$ cat src/design/tsd_pkg.sv
// Shared widths, status codes and stage structures for the triangle slope unit.
// No dependencies; every other design file imports this package.
package tsd_pkg;

  localparam int COORD_W    = 20;
  localparam int NUM_COORD  = 9;
  localparam int DIFF_W     = COORD_W + 1;
  localparam int PROD_W     = 2 * DIFF_W;
  localparam int NRM_W      = PROD_W + 1;
  localparam int MAG_W      = PROD_W;
  localparam int HALF_W     = MAG_W / 2;
  localparam int SQ_W       = 2 * MAG_W;
  localparam int H2_W       = SQ_W + 1;
  localparam int RAD_W      = 116;
  localparam int ROOT_W     = RAD_W / 2;
  localparam int REM_W      = ROOT_W + 3;
  localparam int SQ_STEPS   = ROOT_W;
  localparam int GRADE_W    = 24;
  localparam int DIR_FRAC   = 14;
  localparam int DIR_W      = 16;
  localparam int DVS_W      = H2_W + 1;
  localparam int DREM_W     = DVS_W + 1;
  localparam int FEED_W     = 2 * DIR_FRAC + 1;
  localparam int DSQ_STEPS  = DIR_FRAC + 1;
  localparam int IN_W       = 184;
  localparam int OUT_W      = 56;
  localparam int USER_W     = 3;
  localparam int CFG_W      = 24;

  localparam logic [GRADE_W-1:0] GRADE_MAX = {GRADE_W{1'b1}};

  localparam logic [1:0] ST_PLANAR = 2'd0;
  localparam logic [1:0] ST_DEGEN  = 2'd1;
  localparam logic [1:0] ST_VERT   = 2'd2;

  typedef struct packed {
    logic [RAD_W-1:0]  rad;
    logic [ROOT_W-1:0] root;
    logic [REM_W-1:0]  rem;
  } sqrt_t;

  typedef struct packed {
    logic [DREM_W-1:0] rem;
    logic [DVS_W-1:0]  dvs;
    logic [FEED_W-1:0] feed;
    logic [FEED_W-1:0] quo;
  } div_t;

  typedef struct packed {
    logic [1:0]       status;
    logic             neg_x;
    logic             neg_y;
    logic [MAG_W-1:0] mz;
  } side_t;

  typedef struct packed {
    logic sat;
    logic rnz;
  } gflag_t;

endpackage

$ cat src/design/tsd_div_cell.sv
// One quotient bit of a restoring divider: shifts in one dividend bit per cycle while en is high.
// Depends on tsd_pkg.
module tsd_div_cell (
  input  logic          clk,
  input  logic          en,
  input  tsd_pkg::div_t d_in,
  output tsd_pkg::div_t d_out
);
  import tsd_pkg::*;

  logic [DREM_W-1:0] cur;
  logic [DREM_W-1:0] dvs_x;
  div_t              cell_r;
  div_t              cell_nxt;

  always_comb begin
    cur           = {d_in.rem[DREM_W-2:0], d_in.feed[FEED_W-1]};
    dvs_x         = {1'b0, d_in.dvs};
    cell_nxt.dvs  = d_in.dvs;
    cell_nxt.feed = {d_in.feed[FEED_W-2:0], 1'b0};
    if (cur >= dvs_x) begin
      cell_nxt.rem = cur - dvs_x;
      cell_nxt.quo = {d_in.quo[FEED_W-2:0], 1'b1};
    end else begin
      cell_nxt.rem = cur;
      cell_nxt.quo = {d_in.quo[FEED_W-2:0], 1'b0};
    end
  end

  always_ff @(posedge clk) begin
    if (en) begin
      cell_r <= cell_nxt;
    end
  end

  assign d_out = cell_r;

endmodule

$ cat config.mk
export PLATFORM = sky130hd
export DESIGN_NAME = tsd_div_cell
export DESIGN_NICKNAME = d
export VERILOG_FILES = /design/src/design/tsd_pkg.sv /design/src/design/tsd_div_cell.sv
export SDC_FILE = /design/constraint.sdc
export NUM_CORES = 1
export LEC_CHECK = 0
export ABC_CLOCK_PERIOD_IN_PS = 4650
export BUFFER_PORTS_ARGS = -buffer_cell sky130_fd_sc_hd__buf_2
export CORE_MARGIN = 3
export CORE_UTILIZATION = 35
export DETAILED_ROUTE_END_ITERATION = 8
export PLACE_DENSITY = 0.6
export SYNTH_ARGS = -nofsm -noshare
export SYNTH_HDL_FRONTEND = slang
export SYNTH_SLANG_ARGS = --single-unit
$ cat constraint.sdc
create_clock -name clk -period 4.65 [get_ports clk]
set_input_delay 0.465 -clock clk [delete_from_list [all_inputs] [get_ports clk]]
set_output_delay 0.465 -clock clk [all_outputs]
set_load 0.01 [all_outputs]
==> results.json, run 1 <==
{
  "cts_resized": 0,
  "synthTopCellsByArea": "edfxtp_1, ha_1, a21oi_1, xnor2_1, nor2_1",
  "start_kind": "input port",
  "grt_pass1_wl_mm": 65.79,
  "clkSinkCount": 230,
  "antenna_found_initial": 4,
  "seqCellArea_um2": 6907,
  "grt_max_degree": 88,
  "worst_pin_slew_ps": 766.4,
  "maxSlewViolCount": 0,
  "netlist_top_cells_count": "edfxtp_1, a21oi_1, nor2_1",
  "p_leak_nw": 7.616,
  "clock.fmax_ghz": 0.2696,
  "clk_pin_slew_ps": 60,
  "viasPerCell": 5.120,
  "powerDensity_nw_per_um2": 351.7,
  "crit_end": "d_out[222]",
  "synth_mux_area_share_pct": 1.354,
  "synthesis.nets": 1680,
  "die_area_um2": 42020,
  "cts_tree": "yes",
  "ys_types": 78,
  "antenna_left": 0,
  "drive_gt1_share_pct": 30.47,
  "drtIter0Drc": 629,
  "cp_max_fo": 7,
  "fillers": 3777,
  "num_rows": 72,
  "holdBufCountCts": 0,
  "cts-root-buf": "clkbuf_16",
  "max_cap_viol_count": 0,
  "syn_avg_cell_area_um2": 10.19,
  "yosys_warnings": 0,
  "die_w_um": 205.0,
  "synth_flop_cell": "edfxtp_1",
  "hp-class": "input port to flop",
  "ios": 464,
  "synth_simple_gate_area_share_pct": 12.54,
  "vias": 11960,
  "rsz0062_at_grt": "no",
  "finalCritPeriodShare_pct": 79.76,
  "dp_hpwl_mm": 35.38,
  "placed_cell_area_um2": 16710,
  "nNetsFinal": 2122,
  "gp_congestion": 0.8556,
  "drt-pass1-iter-count": 5,
  "wl_per_cell_um": 18.79,
  "grt-ovfl-total": 0,
  "yosys.area_share.adder_pct": 7.909,
  "cts_setup_buffers": 0,
  "synthToLayoutAreaGrowth_pct": 25.79,
  "ir_drop_mv": 0.2319,
  "hold_ws_ps": 104.0,
  "total_power_w": 0.006131,
  "path_class": "input port to flop",
  "synth_edf_count": 230,
  "outcome": "finished clean",
  "diodes": 0,
  "yosysSeqAreaShare_pct": 49.84,
  "crit_required_ps": 5030,
  "drc_errors": 0,
  "fin_tns_setup_ps": 0,
  "die_h_um": 205.0,
  "core_region_area_um2": 38920,
  "setup_viol_count_final": 0,
  "hold_depth": 1,
  "drt-total-wl_mm": 43.89,
  "synth_seq_cells": 230,
  "cts_max_level": 1,
  "crit_arrival_ps": 4090,
  "numCtsBuffers": 25,
  "finalHoldViolCount": 0,
  "multi_input_area_um2": 6161,
  "grt_pass1_vias": 11814,
  "critPathCaptureType": "flop",
  "netlist.area_leader.share_pct": 49.84,
  "yosysMostFrequentCell": "edfxtp_1",
  "async_reset_ff_share_pct": 0,
  "synth_xor_area_share_pct": 4.740,
  "finalCoreUtilization_pct": 44.79,
  "fin_area_um2": 17430,
  "synth_area_leader_cell": "edfxtp_1",
  "slew_headroom_pct": 48.19,
  "io_buffer_count": 460,
  "ctsLongestPathBuffers": 3,
  "start_util_pct": 35.61,
  "synth-compound-area-share_pct": 17.89,
  "synth_top_family_by_area": "compound AO/OA/AOI/OAI gates",
  "synth_cells": 1360,
  "period_needed_ps": 3709,
  "largest_register_ff_count": 230,
  "netlist_area_um2": 13860,
  "grt_usage_pct": 19.79,
  "cp-startpoint": "d_in[80]"
}
critical path: stages:
cell and delay [ps]:
buf_2 90, inv_1 40, ha_1 420, nand4_1 200
nor3_1 410, nor4b_1 690, nand4_1 160, o32a_1 290
a21oi_2 370, a221oi_2 140, buf_4 170, o21a_1 180
or3_1 300, a31oi_1 160
stage by stage:
| step | std cells | setup WS (ps) |
|---|---|---|
| floorplan | 1360 | 1305 |
| global placement | 2293 | 408.3 |
| detailed placement | 2293 | 360.7 |
| CTS | 2336 | 939.0 |
| global route | 2336 | 754.6 |
| finish | 2336 | 941.2 |
layout by cell type (no fill, tap or decap), types with 18 or more instances in the layout:
master,count
edfxtp_1,230
xnor2_1,52
buf_4,18
nand4_1,37
a21oi_1,170
o21bai_1,23
xor2_1,23
nand2_1,100
a21o_1,25
inv_1,117
buf_2,459
ha_1,86
nor3_1,23
clkbuf_16,25
nor2_1,120
o21ai_0,80
cell families (layout without fill, tap and decap cells):
group / after synthesis / after routing
other: 1 / 1
AO/OA/AOI/OAI: 403 / 403
flip-flops: 230 / 230
adder cells (fa/ha/maj): 87 / 87
AND/OR/NAND/NOR: 361 / 361
XOR/XNOR: 75 / 75
buffers and inverters: 186 / 644
multiplexers: 17 / 17
report_power, final:
| group | internal, W | switching, W |
|---|---|---|
| sequential | 0.00258 | 0.0000556 |
| clock | 0.00104 | 0.000797 |
| combinational | 0.000671 | 0.000994 |
cell type report:
cell class                      instances  share of cell area [%]
Timing Repair Buffer                  483                   14.61
Clock buffer                           33                   3.761
Clock inverter                         10                  0.3947
Multi-Input combinational cell        944                   35.34
Tap cell                              518                   3.718
Inverter                              118                   2.555
Sequential cell                       230                   39.62
per-layer routing:
layer / track usage, % / vias up / share of wire (%)
met5: 0 / - / 0.087
met4: 5.052 / 6 / 2.4
met3: 3.941 / 67 / 7.4
met2: 33.92 / 451 / 47
met1: 25.66 / 5586 / 43
li1: - / 5850 / -
worst min-delay path by stage:
stage	start	slack, ps	to
after floorplan	d_in[100]	560	d_out[100]
after global placement	d_in[19]	640	d_out[20]
after detailed placement	d_in[25]	640	d_out[26]
after CTS	d_in[50]	70	d_out[51]
after global routing	d_in[36]	80	d_out[37]
final	d_in[39]	100	d_out[40]
No activity file was read; power rests on OpenSTA's default activity.
==> run 2, diff against run 1 <==
--- a/config.mk
+++ b/config.mk
@@ -5,12 +5,12 @@
 export SDC_FILE = /design/constraint.sdc
 export NUM_CORES = 1
 export LEC_CHECK = 0
-export ABC_CLOCK_PERIOD_IN_PS = 4650
+export ABC_CLOCK_PERIOD_IN_PS = 3310
 export BUFFER_PORTS_ARGS = -buffer_cell sky130_fd_sc_hd__buf_2
 export CORE_MARGIN = 3
 export CORE_UTILIZATION = 35
 export DETAILED_ROUTE_END_ITERATION = 8
-export PLACE_DENSITY = 0.6
+export PLACE_DENSITY = 0.62
 export SYNTH_ARGS = -nofsm -noshare
 export SYNTH_HDL_FRONTEND = slang
 export SYNTH_SLANG_ARGS = --single-unit
==> constraint.sdc (replaced) <==
create_clock -name clk -period 3.31 [get_ports clk]
set_input_delay 0.331 -clock clk [delete_from_list [all_inputs] [get_ports clk]]
set_output_delay 0.331 -clock clk [all_outputs]
set_load 0.01 [all_outputs]
==> run 2 against run 1 <==
- sequential power up 41%
- via count is 13% higher
- power rose by 56%
- count of clock-buffer cells in the layout down 1
==> results.json, run 2 (synthesis gave the netlist of run 1 again) <==
{
  "outcome": "finished clean",
  "cp-startpoint": "d_in[133]",
  "grt_pass1_wl_mm": 74.80,
  "final_cell_mix": "buf_2, buf_4, edfxtp_1, a21oi_1, dlygate4sd3_1",
  "finalCritPeriodShare_pct": 97.29,
  "slew_headroom_pct": 50.73,
  "synthToLayoutAreaGrowth_pct": 52.64,
  "cts-root-buf": "clkbuf_16",
  "p_comb_share_pct": 30.8,
  "viasPerCell": 4.931,
  "cts_max_level": 1,
  "max_stage_delay_ps": 570,
  "numCtsBuffers": 26,
  "grt-ovfl-total": 0,
  "drc_errors": 0,
  "cp_max_fo": 4,
  "seq_power_share_pct": 38.7,
  "worst_pin_slew_ps": 739.0,
  "die_w_um": 205.0,
  "period_needed_ps": 3220,
  "power.switching_w": 0.002866,
  "grt_max_degree": 94,
  "num_rows": 72,
  "setup_viol_count_final": 0,
  "hp-class": "input port to flop",
  "worstPathCellList": "dlygate4sd3_1 -> buf_2 -> inv_1 -> ha_1 -> nand4_1 -> or4_4 -> o31ai_4 -> o21ba_4 -> a21o_4 -> buf_6 -> or3_4 -> mux2i_1 -> nor2_1",
  "place_ws_ps": -449.8,
  "largest_register_ff_count": 230,
  "swShare_pct": 29.90,
  "ios": 464,
  "hp-start": "d_in[138]",
  "path_class": "input port to flop",
  "crit_required_ps": 3610,
  "grt_usage_pct": 22.57,
  "drtIter0Drc": 591,
  "antenna_found_initial": 6,
  "hold_ws_ps": 16.69,
  "clkSinkCount": 230,
  "start_kind": "input port",
  "vias": 13532,
  "finalCoreUtilization_pct": 54.35,
  "drive_gt1_share_pct": 38.84,
  "clockPowerShare_pct": 30.5,
  "p_leak_nw": 9.559,
  "cp_top_family": "simple AND/OR/NAND/NOR gates",
  "ctsLongestPathBuffers": 3,
  "finalHoldViolCount": 0,
  "cts_tree": "yes",
  "dp_hpwl_mm": 39.32,
  "clk_pin_slew_ps": 60,
  "ir_drop_mv": 0.3118,
  "drt-total-wl_mm": 50.02,
  "die_area_um2": 42020,
  "start_util_pct": 35.61,
  "critPathCaptureType": "flop",
  "setup_slack_ps": 89.73,
  "power.internal_w": 0.006718,
  "path_buf_inv": 4,
  "crit_arrival_ps": 3520,
  "core_region_area_um2": 38920,
  "nNetsFinal": 2524,
  "maxSlewViolCount": 0,
  "grt_pass1_vias": 13864,
  "cp_slowest_cell": "or4_4",
  "clock.fmax_ghz": 0.3105,
  "layout_commonest_cell": "buf_2",
  "max_cap_viol_count": 0,
  "gp_congestion": 0.8949,
  "wl_per_cell_um": 18.23,
  "io_buffer_count": 460,
  "drt-pass1-iter-count": 5,
  "antenna_left": 0,
  "powerDensity_nw_per_um2": 453.1,
  "die_h_um": 205.0
}
-- run 2: changes by cell type in the layout (fill, tap and decap cells not counted), moves of 4 or more --
cell / delta
buf_4: +268
o21ai_1: +4
ha_1: -4
o21ai_0: -5
dlygate4sd3_1: +131
diode_2: +4
nor4_1: -4
ha_4: +4
-- run 2: repair_timing --
action | CTS | global route
hold buffers | 132 | 0
gates resized for setup | 0 | 51
hold endpoints to repair | 132 | 0
setup endpoints to repair | 0 | 88
buffers inserted | 0 | 6
-- run 2: power by group through the flow --
| stage | logic, W | clock network, W | registers, W |
|---|---|---|---|
| final | 0.00295 | 0.00292 | 0.00371 |
| after global routing | 0.00323 | 0.00308 | 0.00374 |
| after CTS | 0.00290 | 0.00298 | 0.00371 |
| after detailed placement | 0.00276 | 0 | 0.00377 |
| after global placement | 0.00274 | 0 | 0.00377 |
| after floorplan | 0.00122 | 0 | 0.00395 |
-- run 2: final timing paths --
| path | to | cells after the start | slack (ps) |
|---|---|---|---|
| setup / recovery | d_out[224] | 13 | 90 |
| hold / removal | d_out[138] | 1 | 20 |
-- run 2: final cells by class --
class	instances	area [um^2]
Antenna cell	4	10.01
Clock buffer	32	694.4
Clock inverter	14	153.9
Fill cell	3534	17760
Inverter	118	445.4
Multi-Input combinational cell	944	6402
Sequential cell	230	6907
Tap cell	518	648.1
Timing Repair Buffer	884	5892
-- run 2: per-stage QoR --
stage | std cells | setup TNS, ps | instance area, um^2 | power (W)
6_report | 2744 | 0 | 21150 | 0.009584
3_5_place_dp | 2557 | -18970 | 18680 | 0.006526
3_3_place_gp | 2557 | -15870 | 18680 | 0.006506
2_1_floorplan | 1360 | 0 | 13860 | 0.005165
4_1_cts | 2735 | 0 | 20850 | 0.009595
5_1_grt | 2744 | -43.39 | 21150 | 0.01005
-- run 2: routing by layer --
metal / wire length [um] / vias to the layer above / global-route usage [%]
li1: - / 6651 / -
met1: 20880 / 6344 / 28.23
met2: 24180 / 447 / 39.33
met3: 3428 / 86 / 4.243
met4: 1510 / 4 / 7.420
met5: 26 / - / 0
