## config.mk

```make
export PLATFORM = sky130hd
export DESIGN_NAME = tsd_sqrt_cell
export DESIGN_NICKNAME = d
export VERILOG_FILES = /design/src/design/tsd_pkg.sv /design/src/design/tsd_sqrt_cell.sv
export SDC_FILE = /design/constraint.sdc
export NUM_CORES = 1
export LEC_CHECK = 0
export BUFFER_PORTS_ARGS = -buffer_cell sky130_fd_sc_hd__buf_2
export CORE_UTILIZATION = 35
export DETAILED_ROUTE_END_ITERATION = 8
export SLEW_MARGIN = 15
export SYNTH_ARGS = -nofsm -noshare
export SYNTH_HDL_FRONTEND = slang
export SYNTH_SLANG_ARGS = --single-unit
```

## constraint.sdc

```tcl
create_clock -name clk -period 4.08 [get_ports clk]
set_clock_uncertainty 0.2 [all_clocks]
set_input_delay 0.408 -clock clk [delete_from_list [all_inputs] [get_ports clk]]
set_output_delay 0.408 -clock clk [all_outputs]
set_load 0.01 [all_outputs]
```

## src/design/tsd_pkg.sv

```systemverilog
// Shared widths, status codes and stage structures for the triangle slope unit.
// No dependencies; every other design file imports this package.
package tsd_pkg;

  localparam int COORD_W    = 20;
  localparam int NUM_COORD  = 9;
  localparam int DIFF_W     = COORD_W + 1;
  localparam int PROD_W     = 2 * DIFF_W;
  localparam int NRM_W      = PROD_W + 1;
  localparam int MAG_W      = PROD_W;
  localparam int HALF_W     = MAG_W / 2;
  localparam int SQ_W       = 2 * MAG_W;
  localparam int H2_W       = SQ_W + 1;
  localparam int RAD_W      = 116;
  localparam int ROOT_W     = RAD_W / 2;
  localparam int REM_W      = ROOT_W + 3;
  localparam int SQ_STEPS   = ROOT_W;
  localparam int GRADE_W    = 24;
  localparam int DIR_FRAC   = 14;
  localparam int DIR_W      = 16;
  localparam int DVS_W      = H2_W + 1;
  localparam int DREM_W     = DVS_W + 1;
  localparam int FEED_W     = 2 * DIR_FRAC + 1;
  localparam int DSQ_STEPS  = DIR_FRAC + 1;
  localparam int IN_W       = 184;
  localparam int OUT_W      = 56;
  localparam int USER_W     = 3;
  localparam int CFG_W      = 24;

  localparam logic [GRADE_W-1:0] GRADE_MAX = {GRADE_W{1'b1}};

  localparam logic [1:0] ST_PLANAR = 2'd0;
  localparam logic [1:0] ST_DEGEN  = 2'd1;
  localparam logic [1:0] ST_VERT   = 2'd2;

  typedef struct packed {
    logic [RAD_W-1:0]  rad;
    logic [ROOT_W-1:0] root;
    logic [REM_W-1:0]  rem;
  } sqrt_t;

  typedef struct packed {
    logic [DREM_W-1:0] rem;
    logic [DVS_W-1:0]  dvs;
    logic [FEED_W-1:0] feed;
    logic [FEED_W-1:0] quo;
  } div_t;

  typedef struct packed {
    logic [1:0]       status;
    logic             neg_x;
    logic             neg_y;
    logic [MAG_W-1:0] mz;
  } side_t;

  typedef struct packed {
    logic sat;
    logic rnz;
  } gflag_t;

endpackage

```

## src/design/tsd_sqrt_cell.sv

```systemverilog
// One digit step of a restoring square root: brings down two radicand bits per cycle while en is high.
// Depends on tsd_pkg.
module tsd_sqrt_cell (
  input  logic           clk,
  input  logic           en,
  input  tsd_pkg::sqrt_t d_in,
  output tsd_pkg::sqrt_t d_out
);
  import tsd_pkg::*;

  logic [REM_W-1:0] cur;
  logic [REM_W-1:0] trial;
  sqrt_t            cell_r;
  sqrt_t            cell_nxt;

  always_comb begin
    cur          = {d_in.rem[REM_W-3:0], d_in.rad[RAD_W-1:RAD_W-2]};
    trial        = {1'b0, d_in.root, 2'b01};
    cell_nxt.rad = {d_in.rad[RAD_W-3:0], 2'b00};
    if (cur >= trial) begin
      cell_nxt.rem  = cur - trial;
      cell_nxt.root = {d_in.root[ROOT_W-2:0], 1'b1};
    end else begin
      cell_nxt.rem  = cur;
      cell_nxt.root = {d_in.root[ROOT_W-2:0], 1'b0};
    end
  end

  always_ff @(posedge clk) begin
    if (en) begin
      cell_r <= cell_nxt;
    end
  end

  assign d_out = cell_r;

endmodule

```

==> results of run 1 <==
-- per-layer routing --
layer | wire length, um | global-route usage [%]
met1 | 15600 | 26.1
met2 | 19200 | 38.6
met3 | 2960 | 5.21
met4 | 1760 | 10.4
met5 | 0 | 0
-- where the power goes --
group / switching [mW] / internal [mW]
Sequential: 0.0619 / 2.93
Combinational: 0.874 / 0.717
Clock: 1.02 / 1.36
Total: 1.96 / 5.00
-- logic make-up (layout without fill, tap and decap cells) --
kind of cell / after synthesis / in the layout / share of synthesized area [%]
compound gates: 266 / 266 / 14.7
simple gates: 251 / 251 / 10.3
flops: 233 / 233 / 60.4
buf+inv: 115 / 833 / 4.10
fa+ha+maj: 60 / 60 / 6.48
xor+xnor: 51 / 51 / 3.85
other cells: 1 / 4 / 0.0324
mux: 1 / 1 / 0.0864
-- repair_timing --
item                                    in CTS  in global routing
hold buffers                               206                  0
hold endpoints to repair                   206                  0
gates resized for setup                      0                  1
endpoints found under the setup margin       0                 42
setup buffers                                0                  0
-- worst min-delay path by stage --
stage | slack, ns | depth (start not counted) | to
final | 0.02 | 3 | d_out[31]
after global routing | 0.007 | 3 | d_out[47]
after CTS | 0.0004 | 3 | d_out[53]
after detailed placement | 0.39 | 1 | d_out[193]
after global placement | 0.38 | 1 | d_out[148]
after floorplan | 0.31 | 0 | d_out[100]
-- stage by stage --
stage           TNS, ns  hold slack [ns]  setup slack, ns
4_1_cts               0         0.000384           0.0203
5_1_grt           -3.42          0.00713           -0.112
6_report              0           0.0222           0.0478
2_1_floorplan         0            0.307            0.481
3_3_place_gp   -0.00459            0.385         -0.00459
3_5_place_dp          0            0.386           0.0372
-- area by class of cell --
type,count,area (um2),share of cell area [%]
antenna,2,5.00,0.0285
clock buffer,33,741,4.21
clock inverter,16,121,0.690
inverter,71,269,1.53
multi-input combinational,631,4130,23.5
sequential,233,7000,39.8
tap,442,553,3.14
timing repair buffer,713,4770,27.1
-- worst max-delay path, stage by stage --
cell and delay (ns):
sky130_fd_sc_hd__dlygate4sd3_1 0.54, sky130_fd_sc_hd__buf_2 0.13, sky130_fd_sc_hd__ha_1 0.35, sky130_fd_sc_hd__a21o_1 0.22, sky130_fd_sc_hd__a32o_1 0.27, sky130_fd_sc_hd__o311ai_1 0.25
sky130_fd_sc_hd__or3b_4 0.46, sky130_fd_sc_hd__a31oi_4 0.25, sky130_fd_sc_hd__o32ai_2 0.19, sky130_fd_sc_hd__o31ai_4 0.28, sky130_fd_sc_hd__o21ba_2 0.25, sky130_fd_sc_hd__inv_4 0.12
sky130_fd_sc_hd__buf_12 0.18, sky130_fd_sc_hd__o211a_1 0.21
-- synthesized netlist by cell type (all sizes together) (2+ instances only) --
library cell	number
o41ai	5
and4	5
a31oi	8
or3	5
and2	4
a41oi	2
a21oi	100
a21boi	3
buf	11
o21bai	12
a2111oi	3
nand2b	10
ha	60
and3	6
edfxtp	233
nand2	65
nand3	16
nor4	3
o21a	6
or4	5
nor2	81
o221ai	2
inv	71
xor2	21
o221a	3
nand4	17
o32ai	3
nor2b	10
a21o	41
xnor2	30
nor3	14
o21ai	49
clkbuf	33
nor3b	3
or2	4
o211ai	4
o31ai	9
a211oi	6
==> results_tabular.tex, run 1 <==
\begin{tabular}{lr}
\hline
Metric & Value \\
\hline
\multicolumn{2}{l}{\textbf{Synthesis}} \\
Ys Warns & 0 \\
Post-synth EDFFs & 233 \\
Cell type with the largest total area after synthesis & sky130\_fd\_sc\_hd\_\_edfxtp\_1 \\
Cells after synthesis & between 900 and 1,000 \\
Mean instance size in the synthesized netlist & approximately 12 um2 \\
Portion of the post-synthesis area used by sequential elements & around three fifths \\
Cell types with the largest area share after synthesis & sky130\_fd\_sc\_hd\_\_edfxtp\_1 (60\%), sky130\_fd\_sc\_hd\_\_ha\_1 (6.5\%), sky130\_fd\_sc\_hd\_\_a21oi\_1 (4.3\%) \\
Distinct cell type count after synthesis & 64 \\
Synth async-reset ratio & 0\% \\
Top FF cell, synth & sky130\_fd\_sc\_hd\_\_edfxtp\_1 \\
Yosys reg bits & about 230 \\
Post-synth top area share & 60.4\% \\
Synthesized cell area & between 10,000 and 15,000 um2 \\
\multicolumn{2}{l}{\textbf{STA}} \\
Final worst path period need & 4.03 ns \\
Final hold viol count & 0 \\
Slew Limit Fails & 0 \\
Maximum achievable frequency & 248 MHz \\
Pin slew with the least headroom to its limit & approximately 0.53 ns \\
Relative slew slack & around 65\% \\
RSZ-0062 raised after global routing & true \\
Final count of negative-setup-slack endpoints & 0 \\
Share of the clock period used by the worst path & between 90\% and 100\% \\
\multicolumn{2}{l}{\textbf{Route}} \\
Via-per-instance ratio & 4.86 \\
1st-pass router iterations & 4 \\
Routed len/inst & around 18 um \\
Antenna-violating nets left & 0 \\
Detailed-route DRC error count & 0 \\
Vias & about 10,000 \\
1st-iter DRT viols & about 610 \\
Total Wirelength & about 40,000 um \\
\multicolumn{2}{l}{\textbf{CTS}} \\
CTS tree & built \\
Clock sink count & 233 \\
Clock buffers created by TritonCTS & 28 \\
Root cell of the clock tree & sky130\_fd\_sc\_hd\_\_clkbuf\_16 \\
Clk pin slew, worst setup/hold paths & around 0.070 ns \\
Number of levels in the clock H-tree & 1 \\
Buffer levels on the longest clock path & 3 \\
\multicolumn{2}{l}{\textbf{Floorplan}} \\
Die W & about 180 um \\
Die Area & approximately 34,000 um2 \\
Y dimension of the die & approximately 180 um \\
Placeable core area & 32,500 um2 \\
Num ports & between 400 and 500 \\
Initial Utilization & a little over a third \\
Number of placement rows & 66 \\
\multicolumn{2}{l}{\textbf{Pwr}} \\
Total power of the final layout & $\sim$7.0 mW \\
Leakage dissipation & 7.77 nW \\
IR drop worst, VDD & around 0.33 mV \\
Power density over cell area & approximately 400 nW/um2 \\
\multicolumn{2}{l}{\textbf{Global routing}} \\
Maximum number of pins on one net before global-route repair & 76 \\
Global-route wire length before repair & 58,000 um \\
Initial antenna violation count & 2 \\
All-Layer GR Usage & around 22\% \\
Vias in the first global route & slightly above 10,000 \\
Remaining global-route overflow & 0 \\
\multicolumn{2}{l}{\textbf{Cells and area}} \\
Layout filler cell count & 2,852 \\
Post-route cell area & roughly 18,000 um2 \\
Util after Layout & a little over half \\
Most frequent cells in the layout & sky130\_fd\_sc\_hd\_\_buf\_2 (466), sky130\_fd\_sc\_hd\_\_edfxtp\_1 (233), sky130\_fd\_sc\_hd\_\_dlygate4sd3\_1 (206), sky130\_fd\_sc\_hd\_\_a21oi\_1 (100), sky130\_fd\_sc\_hd\_\_nor2\_1 (81) \\
Area overhead of the layout relative to synthesis & 51.7\% \\
Ratio of cells with drive above 1 in the final layout & approximately a third \\
Number of nets in the finished design & just under 2,000 \\
Most common cell after layout, fill and taps aside & sky130\_fd\_sc\_hd\_\_buf\_2 \\
Final Instance Count excl. Fillers & between 2,000 and 2,500 \\
Number of flip-flops under the largest register name & $\sim$230 \\
\multicolumn{2}{l}{\textbf{Setup path}} \\
Worst Setup End Kind & register \\
Launching element of the worst setup path & d\_in[10] \\
Critical Path Source Type & input pin \\
Required time of the critical path & $\sim$4.2 ns \\
Worst setup path end & d\_out[56] \\
Worst endpoint data arrival time & approximately 4.1 ns \\
Kind of critical path & in2reg \\
Crit-path max FO & 30 \\
\multicolumn{2}{l}{\textbf{Worst hold path}} \\
Startpoint of the tightest hold check path & d\_in[29] \\
Worst hold-check path type & in2reg \\
\multicolumn{2}{l}{\textbf{Placement}} \\
Placer Congestion & around 0.90 \\
Instance count after placement with tap cells included & $\sim$1,900 \\
HPWL Detailed & between 20,000 and 30,000 um \\
\# port buffers & around 470 \\
Cell area after placement & 14,600 um2 \\
\multicolumn{2}{l}{\textbf{Outcome}} \\
Outcome & finished, final reports clean \\
\multicolumn{2}{l}{\textbf{Flow run}} \\
Max Cap Violations & 0 \\
\hline
\end{tabular}
Note: power is estimated with default switching activity, not from simulation.
==> run 2, diff against run 1 <==
Settings changed: CELL_PAD_IN_SITES_DETAIL_PLACEMENT set to 0, CELL_PAD_IN_SITES_GLOBAL_PLACEMENT set to 1, CTS_BUF_LIST set to sky130_fd_sc_hd__clkbuf_2, PLACE_DENSITY_LB_ADDON set to 0.1, TNS_END_PERCENT set to 50.
==> run 2 against run 1 <==
Effect of this change:
- the run now fails in 4_1_cts
- area after synthesis did not move
- synthesized cell count unchanged
==> results_tabular.tex, run 2 <==
\begin{tabular}{lr}
\hline
Metric & Value \\
\hline
\multicolumn{2}{l}{\textbf{Outcome}} \\
Outcome & stopped before the end \\
Halt Stage & 4\_1\_cts \\
First error & [ERROR RSZ-0060] Max buffer count reached. \\
\multicolumn{2}{l}{\textbf{CTS}} \\
Number of levels in the clock H-tree & 2 \\
Clock sink count & $\sim$230 \\
Buffer levels on the longest clock path & 3 \\
Number of hold buffers added after cts & just over 400 \\
Root cell of the clock tree & sky130\_fd\_sc\_hd\_\_clkbuf\_2 \\
Resize count post-CTS & 0 \\
Post-CTS setup buffer count & 0 \\
Clock buffers created by TritonCTS & 60 \\
\multicolumn{2}{l}{\textbf{Synthesis}} \\
Mean instance size in the synthesized netlist & 11.8 um2 \\
Portion of the post-synthesis area used by sequential elements & between 60\% and 70\% \\
Synthesized cell area & approximately 12,000 um2 \\
Synth async-reset ratio & 0\% \\
Cell type with the largest total area after synthesis & sky130\_fd\_sc\_hd\_\_edfxtp\_1 \\
Post-synth top area share & between 60\% and 70\% \\
Post-synth EDFFs & 233 \\
Cells after synthesis & just under 1,000 \\
Yosys reg bits & around 230 \\
Commonest cells in the synthesized netlist & sky130\_fd\_sc\_hd\_\_edfxtp\_1 (233), sky130\_fd\_sc\_hd\_\_a21oi\_1 (100), sky130\_fd\_sc\_hd\_\_nor2\_1 (81), sky130\_fd\_sc\_hd\_\_inv\_1 (70), sky130\_fd\_sc\_hd\_\_nand2\_1 (65) \\
Cell types with the largest area share after synthesis & sky130\_fd\_sc\_hd\_\_edfxtp\_1 (60\%), sky130\_fd\_sc\_hd\_\_ha\_1 (6.5\%), sky130\_fd\_sc\_hd\_\_a21oi\_1 (4.3\%) \\
Ys Warns & 0 \\
Library cell with the highest instance count after synthesis & sky130\_fd\_sc\_hd\_\_edfxtp\_1 \\
Distinct cell type count after synthesis & 64 \\
Top FF cell, synth & sky130\_fd\_sc\_hd\_\_edfxtp\_1 \\
\multicolumn{2}{l}{\textbf{Floorplan}} \\
Initial Utilization & 35.6\% \\
Num ports & 472 \\
Y dimension of the die & approximately 180 um \\
Number of placement rows & 66 \\
Die W & between 150 and 200 um \\
\multicolumn{2}{l}{\textbf{Placement}} \\
Cell area after placement & roughly 15,000 um2 \\
HPWL Detailed & approximately 30,000 um \\
Placer Congestion & roughly 0.85 \\
\# port buffers & 467 \\
\hline
\end{tabular}
[run 2: cell counts after synthesis]
No cell type changed its count.
[run 2: cell families after synthesis]
family,synth area share [%]
multiplexers,0.0864
other,0.0324
XOR/XNOR,3.85
AND/OR/NAND/NOR,10.3
flip-flops,60.4
buffers and inverters,4.10
adder cells (fa/ha/maj),6.48
AO/OA/AOI/OAI,14.7
[run 2: through the flow]
stage	cells	utilization, %	hold slack (ns)	worst slack (ns)
after detailed placement	1914	45.7	0.386	0.0439
after global placement	1914	45.7	0.385	0.0343
after floorplan	979	-	0.307	0.481
==> run 3, diff against run 2 <==
Settings changed: CELL_PAD_IN_SITES_DETAIL_PLACEMENT 0 to not set, CELL_PAD_IN_SITES_GLOBAL_PLACEMENT 1 to not set, CORE_UTILIZATION 35 to 20, CTS_BUF_LIST sky130_fd_sc_hd__clkbuf_2 to not set, PLACE_DENSITY_LB_ADDON 0.1 to 0.15.
==> run 3 against run 2 <==
Effect of this change:
- the flow now finishes without violations
==> results_tabular.tex, run 3 (synthesis gave the netlist of run 1 again) <==
\begin{tabular}{lr}
\hline
Metric & Value \\
\hline
\multicolumn{2}{l}{\textbf{Setup path}} \\
Critical Path Source Type & input pin \\
Worst endpoint data arrival time & just over 4 ns \\
Crit-path max FO & 47 \\
Worst setup path end & d\_out[17] \\
Required time of the critical path & around 4.2 ns \\
Kind of critical path & in2reg \\
Launching element of the worst setup path & d\_in[12] \\
Worst Setup End Kind & register \\
\multicolumn{2}{l}{\textbf{Placement}} \\
Placer Congestion & roughly 0.83 \\
HPWL Detailed & approximately 35,000 um \\
\# port buffers & 467 \\
Worst slack at placement & -0.0225 ns \\
\multicolumn{2}{l}{\textbf{STA}} \\
Final hold viol count & 0 \\
Final worst path period need & 4.00 ns \\
Final count of negative-setup-slack endpoints & 0 \\
Relative slew slack & between 50\% and 60\% \\
Maximum achievable frequency & approximately 250 MHz \\
Setup slack after layout & 0.0751 ns \\
Slew Limit Fails & 0 \\
Share of the clock period used by the worst path & a little over nine tenths \\
Pin slew with the least headroom to its limit & between 0.6 and 0.7 ns \\
\multicolumn{2}{l}{\textbf{Route}} \\
1st-iter DRT viols & 473 \\
Total Wirelength & about 44,000 um \\
Detailed-route DRC error count & 0 \\
Antenna-violating nets left & 0 \\
Routed len/inst & roughly 17 um \\
1st-pass router iterations & 4 \\
Via-per-instance ratio & roughly 4.2 \\
Vias & roughly 11,000 \\
\multicolumn{2}{l}{\textbf{Pwr}} \\
IR drop worst, VDD & between 0.2 and 0.3 mV \\
Leakage dissipation & between 8 and 9 nW \\
Power density over cell area & about 380 nW/um2 \\
Total power of the final layout & roughly 7.1 mW \\
\multicolumn{2}{l}{\textbf{Floorplan}} \\
Number of placement rows & 87 \\
Num ports & 472 \\
Die W & between 200 and 250 um \\
Placeable core area & between 50,000 and 60,000 um2 \\
Initial Utilization & between 20 and 25\% \\
Y dimension of the die & 243 um \\
Die Area & roughly 59,000 um2 \\
\multicolumn{2}{l}{\textbf{Global routing}} \\
All-Layer GR Usage & roughly 14\% \\
Initial antenna violation count & 4 \\
Global-route wire length before repair & 66,000 um \\
Vias in the first global route & roughly 11,000 \\
Remaining global-route overflow & 0 \\
Maximum number of pins on one net before global-route repair & 67 \\
\multicolumn{2}{l}{\textbf{Flow run}} \\
Max Cap Violations & 0 \\
\multicolumn{2}{l}{\textbf{Worst hold path}} \\
Startpoint of the tightest hold check path & d\_in[18] \\
Worst hold-check path type & in2reg \\
\multicolumn{2}{l}{\textbf{CTS}} \\
Clock sink count & approximately 230 \\
Clk pin slew, worst setup/hold paths & 0.06 ns \\
Buffer levels on the longest clock path & 3 \\
Clock buffers created by TritonCTS & 28 \\
CTS tree & built \\
Number of levels in the clock H-tree & 1 \\
Root cell of the clock tree & sky130\_fd\_sc\_hd\_\_clkbuf\_16 \\
\multicolumn{2}{l}{\textbf{Cells and area}} \\
Area overhead of the layout relative to synthesis & 61.3\% \\
Most frequent cells in the layout & sky130\_fd\_sc\_hd\_\_buf\_2 (466), sky130\_fd\_sc\_hd\_\_edfxtp\_1 (233), sky130\_fd\_sc\_hd\_\_dlygate4sd3\_1 (226), sky130\_fd\_sc\_hd\_\_a21oi\_1 (99), sky130\_fd\_sc\_hd\_\_buf\_4 (85) \\
Most common cell after layout, fill and taps aside & sky130\_fd\_sc\_hd\_\_buf\_2 \\
Number of flip-flops under the largest register name & between 200 and 250 \\
Number of nets in the finished design & a little over 2,000 \\
Ratio of cells with drive above 1 in the final layout & a little over a third \\
Util after Layout & about a third \\
\multicolumn{2}{l}{\textbf{Outcome}} \\
Outcome & finished, final reports clean \\
\hline
\end{tabular}
## run 3: worst min-delay path by stage
stage	endpoint	cells past startpoint	slack (ns)
after floorplan	d_out[100]	0	0.31
after global placement	d_out[201]	1	0.39
after detailed placement	d_out[225]	1	0.39
after CTS	d_out[56]	2	0.004
after global routing	d_out[56]	2	0.04
final	d_out[20]	3	0.04
## run 3: repair_timing
action | in CTS | in global routing
setup buffers | 0 | 3
setup endpoints to repair | 0 | 57
hold endpoints to repair | 227 | 0
hold buffers | 227 | 0
gates resized for setup | 0 | 24
## run 3: routing by layer
metal	up-vias	track usage [%]	part of all wire (%)
li1	5158	-	-
met1	4951	17.2	42
met2	358	25.7	49
met3	57	3.27	6.2
met4	2	4.35	3.0
met5	-	0	0.029
## run 3: critical path: stages
cell                            delay (ns)
sky130_fd_sc_hd__dlygate4sd3_1        0.55
sky130_fd_sc_hd__buf_2                0.14
sky130_fd_sc_hd__ha_1                 0.30
sky130_fd_sc_hd__and4_1               0.24
sky130_fd_sc_hd__and4_1               0.22
sky130_fd_sc_hd__o311ai_2             0.28
sky130_fd_sc_hd__or3b_4               0.46
sky130_fd_sc_hd__a31oi_4              0.30
sky130_fd_sc_hd__o32ai_4              0.18
sky130_fd_sc_hd__o31ai_4              0.33
sky130_fd_sc_hd__o21ba_4              0.20
sky130_fd_sc_hd__inv_4                0.08
sky130_fd_sc_hd__buf_12               0.17
sky130_fd_sc_hd__nor2_1               0.12
sky130_fd_sc_hd__a21oi_1              0.05
## run 3: cell type report
type | count | area (um2)
repair buffers | 784 | 5360
well taps | 756 | 946
multi-input cells | 631 | 4240
clock buffers | 29 | 704
diodes | 3 | 7.51
clock inverters | 23 | 169
fillers | 5895 | 38100
flip-flops and latches | 233 | 7000
inverters | 71 | 269
## run 3: stage by stage
step | cell area [um2] | setup TNS [ns] | hold WS, ns | cells
2_1_floorplan | 11600 | 0 | 0.307 | 979
3_3_place_gp | 15400 | -0.169 | 0.386 | 2245
4_1_cts | 18500 | 0 | 0.00385 | 2524
5_1_grt | 18700 | -0.00895 | 0.0353 | 2530
3_5_place_dp | 15400 | -0.0378 | 0.386 | 2245
6_report | 18700 | 0 | 0.0449 | 2530
## run 3: where the power goes
group          switching [mW]  internal (mW)  leakage (nW)
Clock                    1.03           1.32         0.421
Sequential             0.0610           2.93          2.28
Combinational           0.920          0.791          5.42
